## src/rtl/ordered_list_insert_delete_top_assert.svh

```systemverilog
// ----------------------------------------------------------------------------
// Assertion macros for the ordered list block
// Shared property shorthands, clocked on clk and held off during reset.
// ----------------------------------------------------------------------------
`ifndef ORDERED_LIST_INSERT_DELETE_TOP_ASSERT_SVH
`define ORDERED_LIST_INSERT_DELETE_TOP_ASSERT_SVH

// Consequent checked in the same cycle as the antecedent.
`define OLI_ASSERT_NOW(lbl, ante, cons, msg) \
  lbl: assert property (@(posedge clk) disable iff (!rst_n) (ante) |-> (cons)) else $error(msg);

// Consequent checked in the cycle after the antecedent.
`define OLI_ASSERT_NEXT(lbl, ante, cons, msg) \
  lbl: assert property (@(posedge clk) disable iff (!rst_n) (ante) |=> (cons)) else $error(msg);

`endif

```

## src/rtl/oli_pkg.sv

```systemverilog
// ----------------------------------------------------------------------------
// oli_pkg
// Types, codes and constants shared by the ordered list modules.
// ----------------------------------------------------------------------------
package oli_pkg;

  localparam int unsigned CAPACITY_DEF = 16;
  localparam int unsigned CMD_W        = 3;
  localparam int unsigned VAL_W        = 32;
  localparam int unsigned POS_W        = 5;
  localparam int unsigned ST_W         = 2;

  // Command codes; the remaining code is ignored and answered with a plain OK.
  typedef enum logic [CMD_W-1:0] {
    CMD_INS_HEAD = 3'd0,
    CMD_INS_TAIL = 3'd1,
    CMD_INS_POS  = 3'd2,
    CMD_DEL_HEAD = 3'd3,
    CMD_DEL_TAIL = 3'd4,
    CMD_DEL_POS  = 3'd5,
    CMD_READ     = 3'd6
  } oli_cmd_t;

  typedef enum logic [ST_W-1:0] {
    ST_OK    = 2'd0,
    ST_FULL  = 2'd1,
    ST_EMPTY = 2'd2,
    ST_RANGE = 2'd3
  } oli_status_t;

  typedef struct packed {
    logic [CMD_W-1:0]        command;
    logic signed [VAL_W-1:0] value;
    logic [POS_W-1:0]        position;
  } oli_in_t;

  typedef struct packed {
    logic [ST_W-1:0]         status;
    logic signed [VAL_W-1:0] value_out;
    logic                    last;
  } oli_out_t;

  typedef enum logic [2:0] {
    OLI_IDLE,
    OLI_DECODE,
    OLI_SHIFT_UP,
    OLI_SHIFT_DN,
    OLI_PUT,
    OLI_READ,
    OLI_REPLY
  } oli_state_t;

  // Commands from the controller to the datapath.
  typedef struct packed {
    logic load;
    logic plan;
    logic shift_up;
    logic shift_dn;
    logic put;
    logic del_end;
    logic emit_data;
    logic emit_reply;
  } oli_ctl_t;

  // Status from the datapath to the controller.
  typedef struct packed {
    logic reply_only;
    logic is_ins;
    logic is_del;
    logic is_read;
    logic need_move;
    logic up_more;
    logic dn_more;
    logic rd_last;
    logic out_free;
  } oli_sts_t;

endpackage

```

## src/rtl/oli_ctrl.sv

```systemverilog
// ----------------------------------------------------------------------------
// oli_ctrl
// Sequencer that steps the datapath through one command at a time.
// ----------------------------------------------------------------------------
module oli_ctrl (
  input  logic              clk,
  input  logic              rst_n,
  input  logic              in_valid,
  output logic              in_stall,
  input  oli_pkg::oli_sts_t sts,
  output oli_pkg::oli_ctl_t ctl
);

  oli_pkg::oli_state_t state_r, state_nxt;

  always_ff @(posedge clk) begin
    if (!rst_n) begin
      state_r <= oli_pkg::OLI_IDLE;
    end else begin
      state_r <= state_nxt;
    end
  end

  always_comb begin
    state_nxt = state_r;
    case (state_r)
      oli_pkg::OLI_IDLE: begin
        if (in_valid) state_nxt = oli_pkg::OLI_DECODE;
      end
      oli_pkg::OLI_DECODE: begin
        if (sts.reply_only) begin
          state_nxt = oli_pkg::OLI_REPLY;
        end else if (sts.is_read) begin
          state_nxt = oli_pkg::OLI_READ;
        end else if (sts.is_ins) begin
          state_nxt = sts.need_move ? oli_pkg::OLI_SHIFT_UP : oli_pkg::OLI_PUT;
        end else begin
          state_nxt = sts.need_move ? oli_pkg::OLI_SHIFT_DN : oli_pkg::OLI_REPLY;
        end
      end
      oli_pkg::OLI_SHIFT_UP: begin
        if (!sts.up_more) state_nxt = oli_pkg::OLI_PUT;
      end
      oli_pkg::OLI_SHIFT_DN: begin
        if (!sts.dn_more) state_nxt = oli_pkg::OLI_REPLY;
      end
      oli_pkg::OLI_PUT: begin
        state_nxt = oli_pkg::OLI_REPLY;
      end
      oli_pkg::OLI_READ: begin
        if (sts.out_free && sts.rd_last) state_nxt = oli_pkg::OLI_IDLE;
      end
      oli_pkg::OLI_REPLY: begin
        if (sts.out_free) state_nxt = oli_pkg::OLI_IDLE;
      end
      default: state_nxt = oli_pkg::OLI_IDLE;
    endcase
  end

  always_comb begin
    ctl      = '0;
    in_stall = 1'b1;
    case (state_r)
      oli_pkg::OLI_IDLE: begin
        in_stall = !rst_n;
        ctl.load = in_valid;
      end
      oli_pkg::OLI_DECODE: begin
        ctl.plan    = 1'b1;
        ctl.del_end = sts.is_del && !sts.need_move;
      end
      oli_pkg::OLI_SHIFT_UP: begin
        ctl.shift_up = 1'b1;
      end
      oli_pkg::OLI_SHIFT_DN: begin
        ctl.shift_dn = 1'b1;
        ctl.del_end  = !sts.dn_more;
      end
      oli_pkg::OLI_PUT: begin
        ctl.put = 1'b1;
      end
      oli_pkg::OLI_READ: begin
        ctl.emit_data = sts.out_free;
      end
      oli_pkg::OLI_REPLY: begin
        ctl.emit_reply = sts.out_free;
      end
      default: begin
        ctl = '0;
      end
    endcase
  end

endmodule

```

## src/rtl/oli_dpath.sv

```systemverilog
// ----------------------------------------------------------------------------
// oli_dpath
// Entry memory, entry count, shift pointers and the output word register.
// ----------------------------------------------------------------------------
`include "ordered_list_insert_delete_top_assert.svh"

module oli_dpath #(
  parameter int unsigned CAPACITY = oli_pkg::CAPACITY_DEF
) (
  input  logic              clk,
  input  logic              rst_n,
  input  oli_pkg::oli_in_t  in_data,
  input  oli_pkg::oli_ctl_t ctl,
  output oli_pkg::oli_sts_t sts,
  input  logic              out_stall,
  output logic              out_valid,
  output oli_pkg::oli_out_t out_data
);

  localparam int unsigned AW = $clog2(CAPACITY);
  localparam int unsigned CW = $clog2(CAPACITY + 1);
  localparam int unsigned XW = ((CW > oli_pkg::POS_W) ? CW : oli_pkg::POS_W) + 1;

  logic [oli_pkg::CMD_W-1:0]        cmd_r;
  logic signed [oli_pkg::VAL_W-1:0] val_r;
  logic [oli_pkg::POS_W-1:0]        pos_r;
  logic [CW-1:0]                    cnt_r;
  logic [AW-1:0]                    ptr_r;
  logic [AW-1:0]                    tgt_r;
  oli_pkg::oli_status_t             st_r;
  logic signed [oli_pkg::VAL_W-1:0] rd_q_r;
  logic [oli_pkg::VAL_W-1:0]        mem_r [CAPACITY];
  oli_pkg::oli_out_t                out_r;
  logic                             out_valid_r;

  logic [XW-1:0]        cnt_x, pos_x, ptr_x, tgt_x;
  logic [XW-1:0]        ins_idx_x, del_idx_x;
  logic                 full, empty, pos_bad_ins, pos_bad_del;
  logic                 ins_move, del_move;
  oli_pkg::oli_status_t dec_st;
  logic                 reply_only, is_ins, is_del, is_read;
  logic                 up_more, dn_more, rd_last;

  logic                      rd_en, wr_en;
  logic [AW-1:0]             rd_addr, wr_addr;
  logic [oli_pkg::VAL_W-1:0] wr_data;

  assign cnt_x = XW'(cnt_r);
  assign pos_x = XW'(pos_r);
  assign ptr_x = XW'(ptr_r);
  assign tgt_x = XW'(tgt_r);

  // Command decode against the current fill.
  always_comb begin
    full        = (cnt_x == XW'(CAPACITY));
    empty       = (cnt_x == '0);
    pos_bad_ins = (pos_x == '0) || (pos_x > cnt_x + XW'(1));
    pos_bad_del = (pos_x == '0) || (pos_x > cnt_x);
    dec_st      = oli_pkg::ST_OK;
    reply_only  = 1'b0;
    is_ins      = 1'b0;
    is_del      = 1'b0;
    is_read     = 1'b0;
    if (cmd_r inside {oli_pkg::CMD_INS_HEAD, oli_pkg::CMD_INS_TAIL, oli_pkg::CMD_INS_POS}) begin
      if (full) begin
        dec_st     = oli_pkg::ST_FULL;
        reply_only = 1'b1;
      end else if ((cmd_r == oli_pkg::CMD_INS_POS) && pos_bad_ins) begin
        dec_st     = oli_pkg::ST_RANGE;
        reply_only = 1'b1;
      end else begin
        is_ins = 1'b1;
      end
    end else if (cmd_r inside {oli_pkg::CMD_DEL_HEAD, oli_pkg::CMD_DEL_TAIL,
                               oli_pkg::CMD_DEL_POS}) begin
      if (empty) begin
        dec_st     = oli_pkg::ST_EMPTY;
        reply_only = 1'b1;
      end else if ((cmd_r == oli_pkg::CMD_DEL_POS) && pos_bad_del) begin
        dec_st     = oli_pkg::ST_RANGE;
        reply_only = 1'b1;
      end else begin
        is_del = 1'b1;
      end
    end else if (cmd_r == oli_pkg::CMD_READ) begin
      if (empty) begin
        dec_st     = oli_pkg::ST_EMPTY;
        reply_only = 1'b1;
      end else begin
        is_read = 1'b1;
      end
    end else begin
      reply_only = 1'b1;
    end
  end

  always_comb begin
    case (cmd_r)
      oli_pkg::CMD_INS_HEAD: ins_idx_x = '0;
      oli_pkg::CMD_INS_TAIL: ins_idx_x = cnt_x;
      default:               ins_idx_x = pos_x - XW'(1);
    endcase
    case (cmd_r)
      oli_pkg::CMD_DEL_HEAD: del_idx_x = '0;
      oli_pkg::CMD_DEL_TAIL: del_idx_x = cnt_x - XW'(1);
      default:               del_idx_x = pos_x - XW'(1);
    endcase
  end

  assign ins_move = (cnt_x > ins_idx_x);
  assign del_move = (del_idx_x + XW'(1) < cnt_x);
  assign up_more  = (ptr_x > tgt_x + XW'(1));
  assign dn_more  = (ptr_x + XW'(2) < cnt_x);
  assign rd_last  = (ptr_x + XW'(1) == cnt_x);

  always_comb begin
    sts            = '0;
    sts.reply_only = reply_only;
    sts.is_ins     = is_ins;
    sts.is_del     = is_del;
    sts.is_read    = is_read;
    sts.need_move  = (is_ins && ins_move) || (is_del && del_move);
    sts.up_more    = up_more;
    sts.dn_more    = dn_more;
    sts.rd_last    = rd_last;
    sts.out_free   = !out_valid_r || !out_stall;
  end

  // Memory port selection. A shift writes the word read in the cycle before
  // while it fetches the next one, so one entry moves per cycle.
  always_comb begin
    rd_en   = 1'b0;
    rd_addr = '0;
    wr_en   = 1'b0;
    wr_addr = ptr_r;
    wr_data = rd_q_r;
    if (ctl.plan) begin
      if (is_ins && ins_move) begin
        rd_en   = 1'b1;
        rd_addr = AW'(cnt_x - XW'(1));
      end else if (is_del && del_move) begin
        rd_en   = 1'b1;
        rd_addr = AW'(del_idx_x + XW'(1));
      end else if (is_read) begin
        rd_en   = 1'b1;
        rd_addr = '0;
      end
    end
    if (ctl.shift_up) begin
      wr_en = 1'b1;
      if (up_more) begin
        rd_en   = 1'b1;
        rd_addr = ptr_r - AW'(2);
      end
    end
    if (ctl.shift_dn) begin
      wr_en = 1'b1;
      if (dn_more) begin
        rd_en   = 1'b1;
        rd_addr = ptr_r + AW'(2);
      end
    end
    if (ctl.put) begin
      wr_en   = 1'b1;
      wr_addr = tgt_r;
      wr_data = val_r;
    end
    if (ctl.emit_data && !rd_last) begin
      rd_en   = 1'b1;
      rd_addr = ptr_r + AW'(1);
    end
  end

  always_ff @(posedge clk) begin
    if (wr_en) mem_r[wr_addr] <= wr_data;
    if (rd_en) rd_q_r <= mem_r[rd_addr];
  end

  always_ff @(posedge clk) begin
    if (ctl.load) begin
      cmd_r <= in_data.command;
      val_r <= in_data.value;
      pos_r <= in_data.position;
    end
    if (ctl.plan) begin
      st_r <= dec_st;
      if (is_ins) begin
        ptr_r <= AW'(cnt_x);
        tgt_r <= AW'(ins_idx_x);
      end else if (is_del) begin
        ptr_r <= AW'(del_idx_x);
      end else begin
        ptr_r <= '0;
      end
    end else if (ctl.shift_up) begin
      ptr_r <= ptr_r - AW'(1);
    end else if (ctl.shift_dn || (ctl.emit_data && !rd_last)) begin
      ptr_r <= ptr_r + AW'(1);
    end
    if (ctl.emit_data) begin
      out_r.status    <= oli_pkg::ST_OK;
      out_r.value_out <= rd_q_r;
      out_r.last      <= rd_last;
    end else if (ctl.emit_reply) begin
      out_r.status    <= st_r;
      out_r.value_out <= '0;
      out_r.last      <= 1'b1;
    end
  end

  always_ff @(posedge clk) begin
    if (!rst_n) begin
      cnt_r       <= '0;
      out_valid_r <= 1'b0;
    end else begin
      if (ctl.put) begin
        cnt_r <= cnt_r + CW'(1);
      end else if (ctl.del_end) begin
        cnt_r <= cnt_r - CW'(1);
      end
      if (ctl.emit_data || ctl.emit_reply) begin
        out_valid_r <= 1'b1;
      end else if (!out_stall) begin
        out_valid_r <= 1'b0;
      end
    end
  end

  assign out_valid = out_valid_r;
  assign out_data  = out_r;

  `OLI_ASSERT_NOW(a_put_not_full, ctl.put, cnt_r < CW'(CAPACITY), "insert into a full list")
  `OLI_ASSERT_NOW(a_del_not_empty, ctl.del_end, cnt_r != '0, "delete from an empty list")
  `OLI_ASSERT_NOW(a_emit_free, ctl.emit_data || ctl.emit_reply, !out_valid_r || !out_stall, "output word overwritten while stalled")
  `OLI_ASSERT_NOW(a_shift_in_range, ctl.shift_up, ptr_r > tgt_r, "upward shift ran past the insert slot")

endmodule

```

## src/rtl/ordered_list_insert_delete_top.sv

```systemverilog
// ----------------------------------------------------------------------------
// ordered_list_insert_delete_top
// Bounded ordered list of signed 32-bit values with head, tail and
// positional insert and delete, and a full read out from head to tail.
// ----------------------------------------------------------------------------
// The list keeps up to CAPACITY entries in a memory with one read port and
// one write port, in order from head to tail, so every insert and delete
// moves the entries behind the chosen slot one place, one entry per clock.
// A command word is taken only while the block is idle. After it is taken,
// the block decodes it; an insert or delete that goes ahead then moves the
// entries between the chosen slot and the tail, an insert writes its value,
// and the single result word is loaded into the output register. A read
// out loads one word per cycle into the output register, from head to tail,
// while the consumer does not stall; an empty list answers with one word of
// status empty. Every command other than read out returns exactly one word,
// with last set. A full list, an empty list or a position outside the list
// is reported in the status field and leaves the contents untouched; the
// unused command code is answered with status OK. The result word sits in
// an output register, so the next command can be accepted while it waits.
// No clearing pass follows reset: only entries below the fill count are read.
// ----------------------------------------------------------------------------
module ordered_list_insert_delete_top #(
  parameter int unsigned CAPACITY = oli_pkg::CAPACITY_DEF
) (
  input  logic              clk,
  input  logic              rst_n,
  input  logic              in_valid,
  output logic              in_stall,
  input  oli_pkg::oli_in_t  in_data,
  output logic              out_valid,
  input  logic              out_stall,
  output oli_pkg::oli_out_t out_data
);

  // Commands and status between the sequencer and the datapath.
  oli_pkg::oli_ctl_t ctl;
  oli_pkg::oli_sts_t sts;

  // The sequencer holds off new words until the current command has
  // delivered its last result word to the output register.
  oli_ctrl u_ctrl (
    .clk      (clk),
    .rst_n    (rst_n),
    .in_valid (in_valid),
    .in_stall (in_stall),
    .sts      (sts),
    .ctl      (ctl)
  );

  // The datapath owns the entry memory, the fill count and the result word.
  oli_dpath #(
    .CAPACITY (CAPACITY)
  ) u_dpath (
    .clk       (clk),
    .rst_n     (rst_n),
    .in_data   (in_data),
    .ctl       (ctl),
    .sts       (sts),
    .out_stall (out_stall),
    .out_valid (out_valid),
    .out_data  (out_data)
  );

endmodule
```

## config.mk

```make
export PLATFORM = sky130hd
export DESIGN_NAME = ordered_list_insert_delete_top
export DESIGN_NICKNAME = d
export VERILOG_FILES = /design/src/rtl/oli_pkg.sv /design/src/rtl/oli_ctrl.sv /design/src/rtl/oli_dpath.sv /design/src/rtl/ordered_list_insert_delete_top.sv
export VERILOG_INCLUDE_DIRS = /design/src /design/src/rtl
export SDC_FILE = /design/constraint.sdc
export NUM_CORES = 1
export LEC_CHECK = 0
export ABC_CLOCK_PERIOD_IN_PS = 7400
export BUFFER_PORTS_ARGS = -buffer_cell sky130_fd_sc_hd__buf_2
export CAP_MARGIN = 30
export CORE_MARGIN = 5
export CORE_UTILIZATION = 50
export CTS_CLUSTER_SIZE = 8
export DETAILED_ROUTE_END_ITERATION = 10
export HOLD_SLACK_MARGIN = 0.15
export PLACE_DENSITY = 0.77
export SYNTH_ARGS = -nofsm -noshare
export SYNTH_HDL_FRONTEND = slang
export SYNTH_SLANG_ARGS = --single-unit
```

## constraint.sdc

```tcl
create_clock -name clk -period 7.4 [get_ports clk]
set_clock_uncertainty 0.1 [all_clocks]
set_input_delay 0.37 -clock clk [delete_from_list [all_inputs] [get_ports clk]]
set_output_delay 0.37 -clock clk [all_outputs]
set_load 0.05 [all_outputs]
```

==> qor.yml <==
synth:
  synth_flop_cell: "edfxtp_1"
  syn_area_um2: 27400
  yosysTopAreaCell: "edfxtp_1"
  yosys.cell_types.count: 68
  synthTopCellsByArea: "edfxtp_1 69%, mux2i_1 18%, ha_1 1.9%"
  synthArstFlopShare: 0
  avgSynthCellArea_um2: 16.2
  yosysWarnings: 0
  synth_seq_cells: 638
  synth_edf_count: 627
  synthCells: 1695
  synth_most_common_cell: "edfxtp_1"
  synth_commonest_cells: "627 x edfxtp_1, 488 x mux2i_1, 120 x nand2_1"
  syn-num-nets: 1782
  synth_top_cell_area_share: 0.686
  seq_area_frac_synth: 0.694
final_layout:
  syn2layout_area_growth_pct: 14.8
  final_nets: 1942
  antennaDiodeCount: 0
  drive_above_1_share: 0.131
  final_util: 0.582
setup_path:
  worstPathArrival_ns: 6.09
  critPathKind: "reg -> reg"
  path_cells: "inv_1 > ha_1 > xor2_1 > o221ai_1 > nor3_1 > xor2_1 > ha_1 > o2111ai_1 > o21ai_0 > nor3_1 > a211oi_4 > buf_12 > mux2i_1 > mux2i_1 > mux2i_1 > mux2i_1"
  cp-end-kind: "flop"
  crit_family: "compound AO/OA/AOI/OAI gates"
  max_stage_delay_ns: 0.79
  cp-start-kind: "flop"
  path_buf_inv: 2
  cpMaxStageDelayCell: "dfxtp_1"
  cp_max_fo: 128
  crit_required_ns: 7.64
  crit_path_frequent_cell: "mux2i_1"
floorplanning:
  ios: 81
  dieArea_um2: 59700
  die-width_um: 244
  num_rows: 85
  coreArea_um2: 54100
  die_h_um: 244
  start_util: 0.507
cts:
  insertion_delay_ns: 0.61
  h-tree-depth: 3
  clk_pin_slew_ns: 0.05
  tritoncts: "yes"
  root_buffer: "clkbuf_16"
  clockBufferDepth: 3
  cts_buffers: 89
  clock_sinks: 638
global_route:
  grt_pass1_wl_um: 91600
  grt_pass1_vias: 15400
  grt_max_degree: 129
  grtUsageTotal: 0.200
  antenna_found_initial: 1
  grt-ovfl-total: 0
route:
  viasPerCell: 5.85
  dr_total_vias: 15000
  first_pass_iters: 5
  wl_per_cell_um: 23.7
  drc: 0
  drt_iter0_drc: 1524
  wl_um: 60800
  ant_nets: 0
timing:
  tns_ns: 0
  worst_pin_slew_ns: 1.00
  slew_headroom: 0.333
  min_period_ns: 5.85
  rsz0062_at_grt: "no"
  finalSetupViolCount: 0
  fmax_mhz: 171
  hold_viol_final: 0
  period_share: 0.791
  finalMaxSlewViolations: 0
job:
  cap_violations: 0
pwr:
  power.density_nw_per_um2: 414
  leakage_uw: 0.0137
  power_uw: 13000
  vdd_drop_max_mv: 0.306
hold_path:
  hp-class: "in -> reg"
placement:
  post-dp-hpwl_um: 32900
  numPortBuffers: 80
  gp_congestion: 0.892
run_status:
  outcome: "finished clean"
==> report_power, final <==
group          switching (uW)  internal (uW)  leakage, uW
Combinational            2620           1450      0.00670
Sequential                279           5100      0.00578
Clock                    1390           2190      0.00118
==> what timing repair did <==
item                                   CTS  global route
hold buffers                            42             0
buffers inserted                         0             0
resized for setup                        0             0
endpoints found under the hold margin   49             0
==> cells by family (layout without fill, tap and decap cells) <==
family	Yosys count	in the layout	share of synthesized area
muxes	488	488	0.178
xor gates and xnor gates	28	28	0.00894
buffers and inverters	116	291	0.0227
adders and majority gates	43	43	0.0199
and+or+nand+nor	268	268	0.0470
AOI/OAI and AO/OA	114	114	0.0295
DFF	638	638	0.694
==> cell type report <==
class	instances	area (um^2)
Sequential cell	638	19000
Timing Repair Buffer	153	1120
Clock inverter	4	65.1
Inverter	32	120
Tap cell	696	871
Multi-Input combinational cell	941	7940
Fill cell	3958	22600
Clock buffer	102	2340
==> flip-flops by register name, indices dropped and copies added (netlist names) <==
signal             count
u_dpath.tgt_r          4
u_dpath.val_r         32
u_dpath.mem_r        512
u_dpath.cmd_r          3
u_dpath.out_data      35
u_dpath.cnt_r          5
u_dpath.out_valid      1
u_ctrl.state_r         3
u_dpath.ptr_r          4
u_dpath.pos_r          5
u_dpath.rd_q_r        32
u_dpath.st_r           2
==> per-layer routing <==
metal  GRT usage  wire length [um]
met1       0.260             24700
met4      0.0750              1790
met5           0                 0
met3      0.0339              4010
met2       0.341             30300
==> path summary, 6_finish.rpt <==
path | cells past startpoint | endpoint | slack (ns) | from
min reg2reg | 2 | u_dpath.out_data[33] | 0.41 | u_dpath.out_data[33]
min | 6 | u_ctrl.state_r[1] | 0.36 | in_valid
max | 16 | u_dpath.rd_q_r[11] | 1.55 | u_dpath.cnt_r[0]
max reg2reg | 16 | u_dpath.rd_q_r[11] | 1.55 | u_dpath.cnt_r[0]
==> per-stage QoR <==
| stage | std cells | cell area [um^2] | hold WS (ns) | worst slack, ns |
|---|---|---|---|---|
| floorplan | 1695 | 27400 | 0.353 | 2.72 |
| global placement | 2416 | 28600 | 0.387 | 1.68 |
| detailed placement | 2417 | 28700 | 0.400 | 1.70 |
| CTS | 2565 | 31500 | 0.322 | 1.66 |
| global route | 2566 | 31500 | 0.357 | 1.14 |
| finish | 2566 | 31500 | 0.358 | 1.55 |
==> tightest hold or removal path: stages <==
cell and delay [ns]:
buf_2 0.09, nor4_1 0.05, a21oi_1 0.12, nand2_1 0.15
a21oi_1 0.17, a21boi_1 0.07
==> cells in the final DEF, fill, tap and decap left out, drive strengths merged, types with 10 or more instances in the layout <==
cell type    netlist  layout
nor2              42      42
edfxtp           627     627
and2              39      39
nor3              10      10
ha                42      42
o21ai             20      20
mux2i            488     488
nand2            120     120
dfxtp             11      11
nand3             12      12
clkbuf            27     103
buf               57     110
dlygate4sd3        0      42
a31oi             13      13
a21oi             24      24
nor2b             10      10
inv               32      35
xnor2             20      20
No activity file was read; power rests on OpenSTA's default activity.
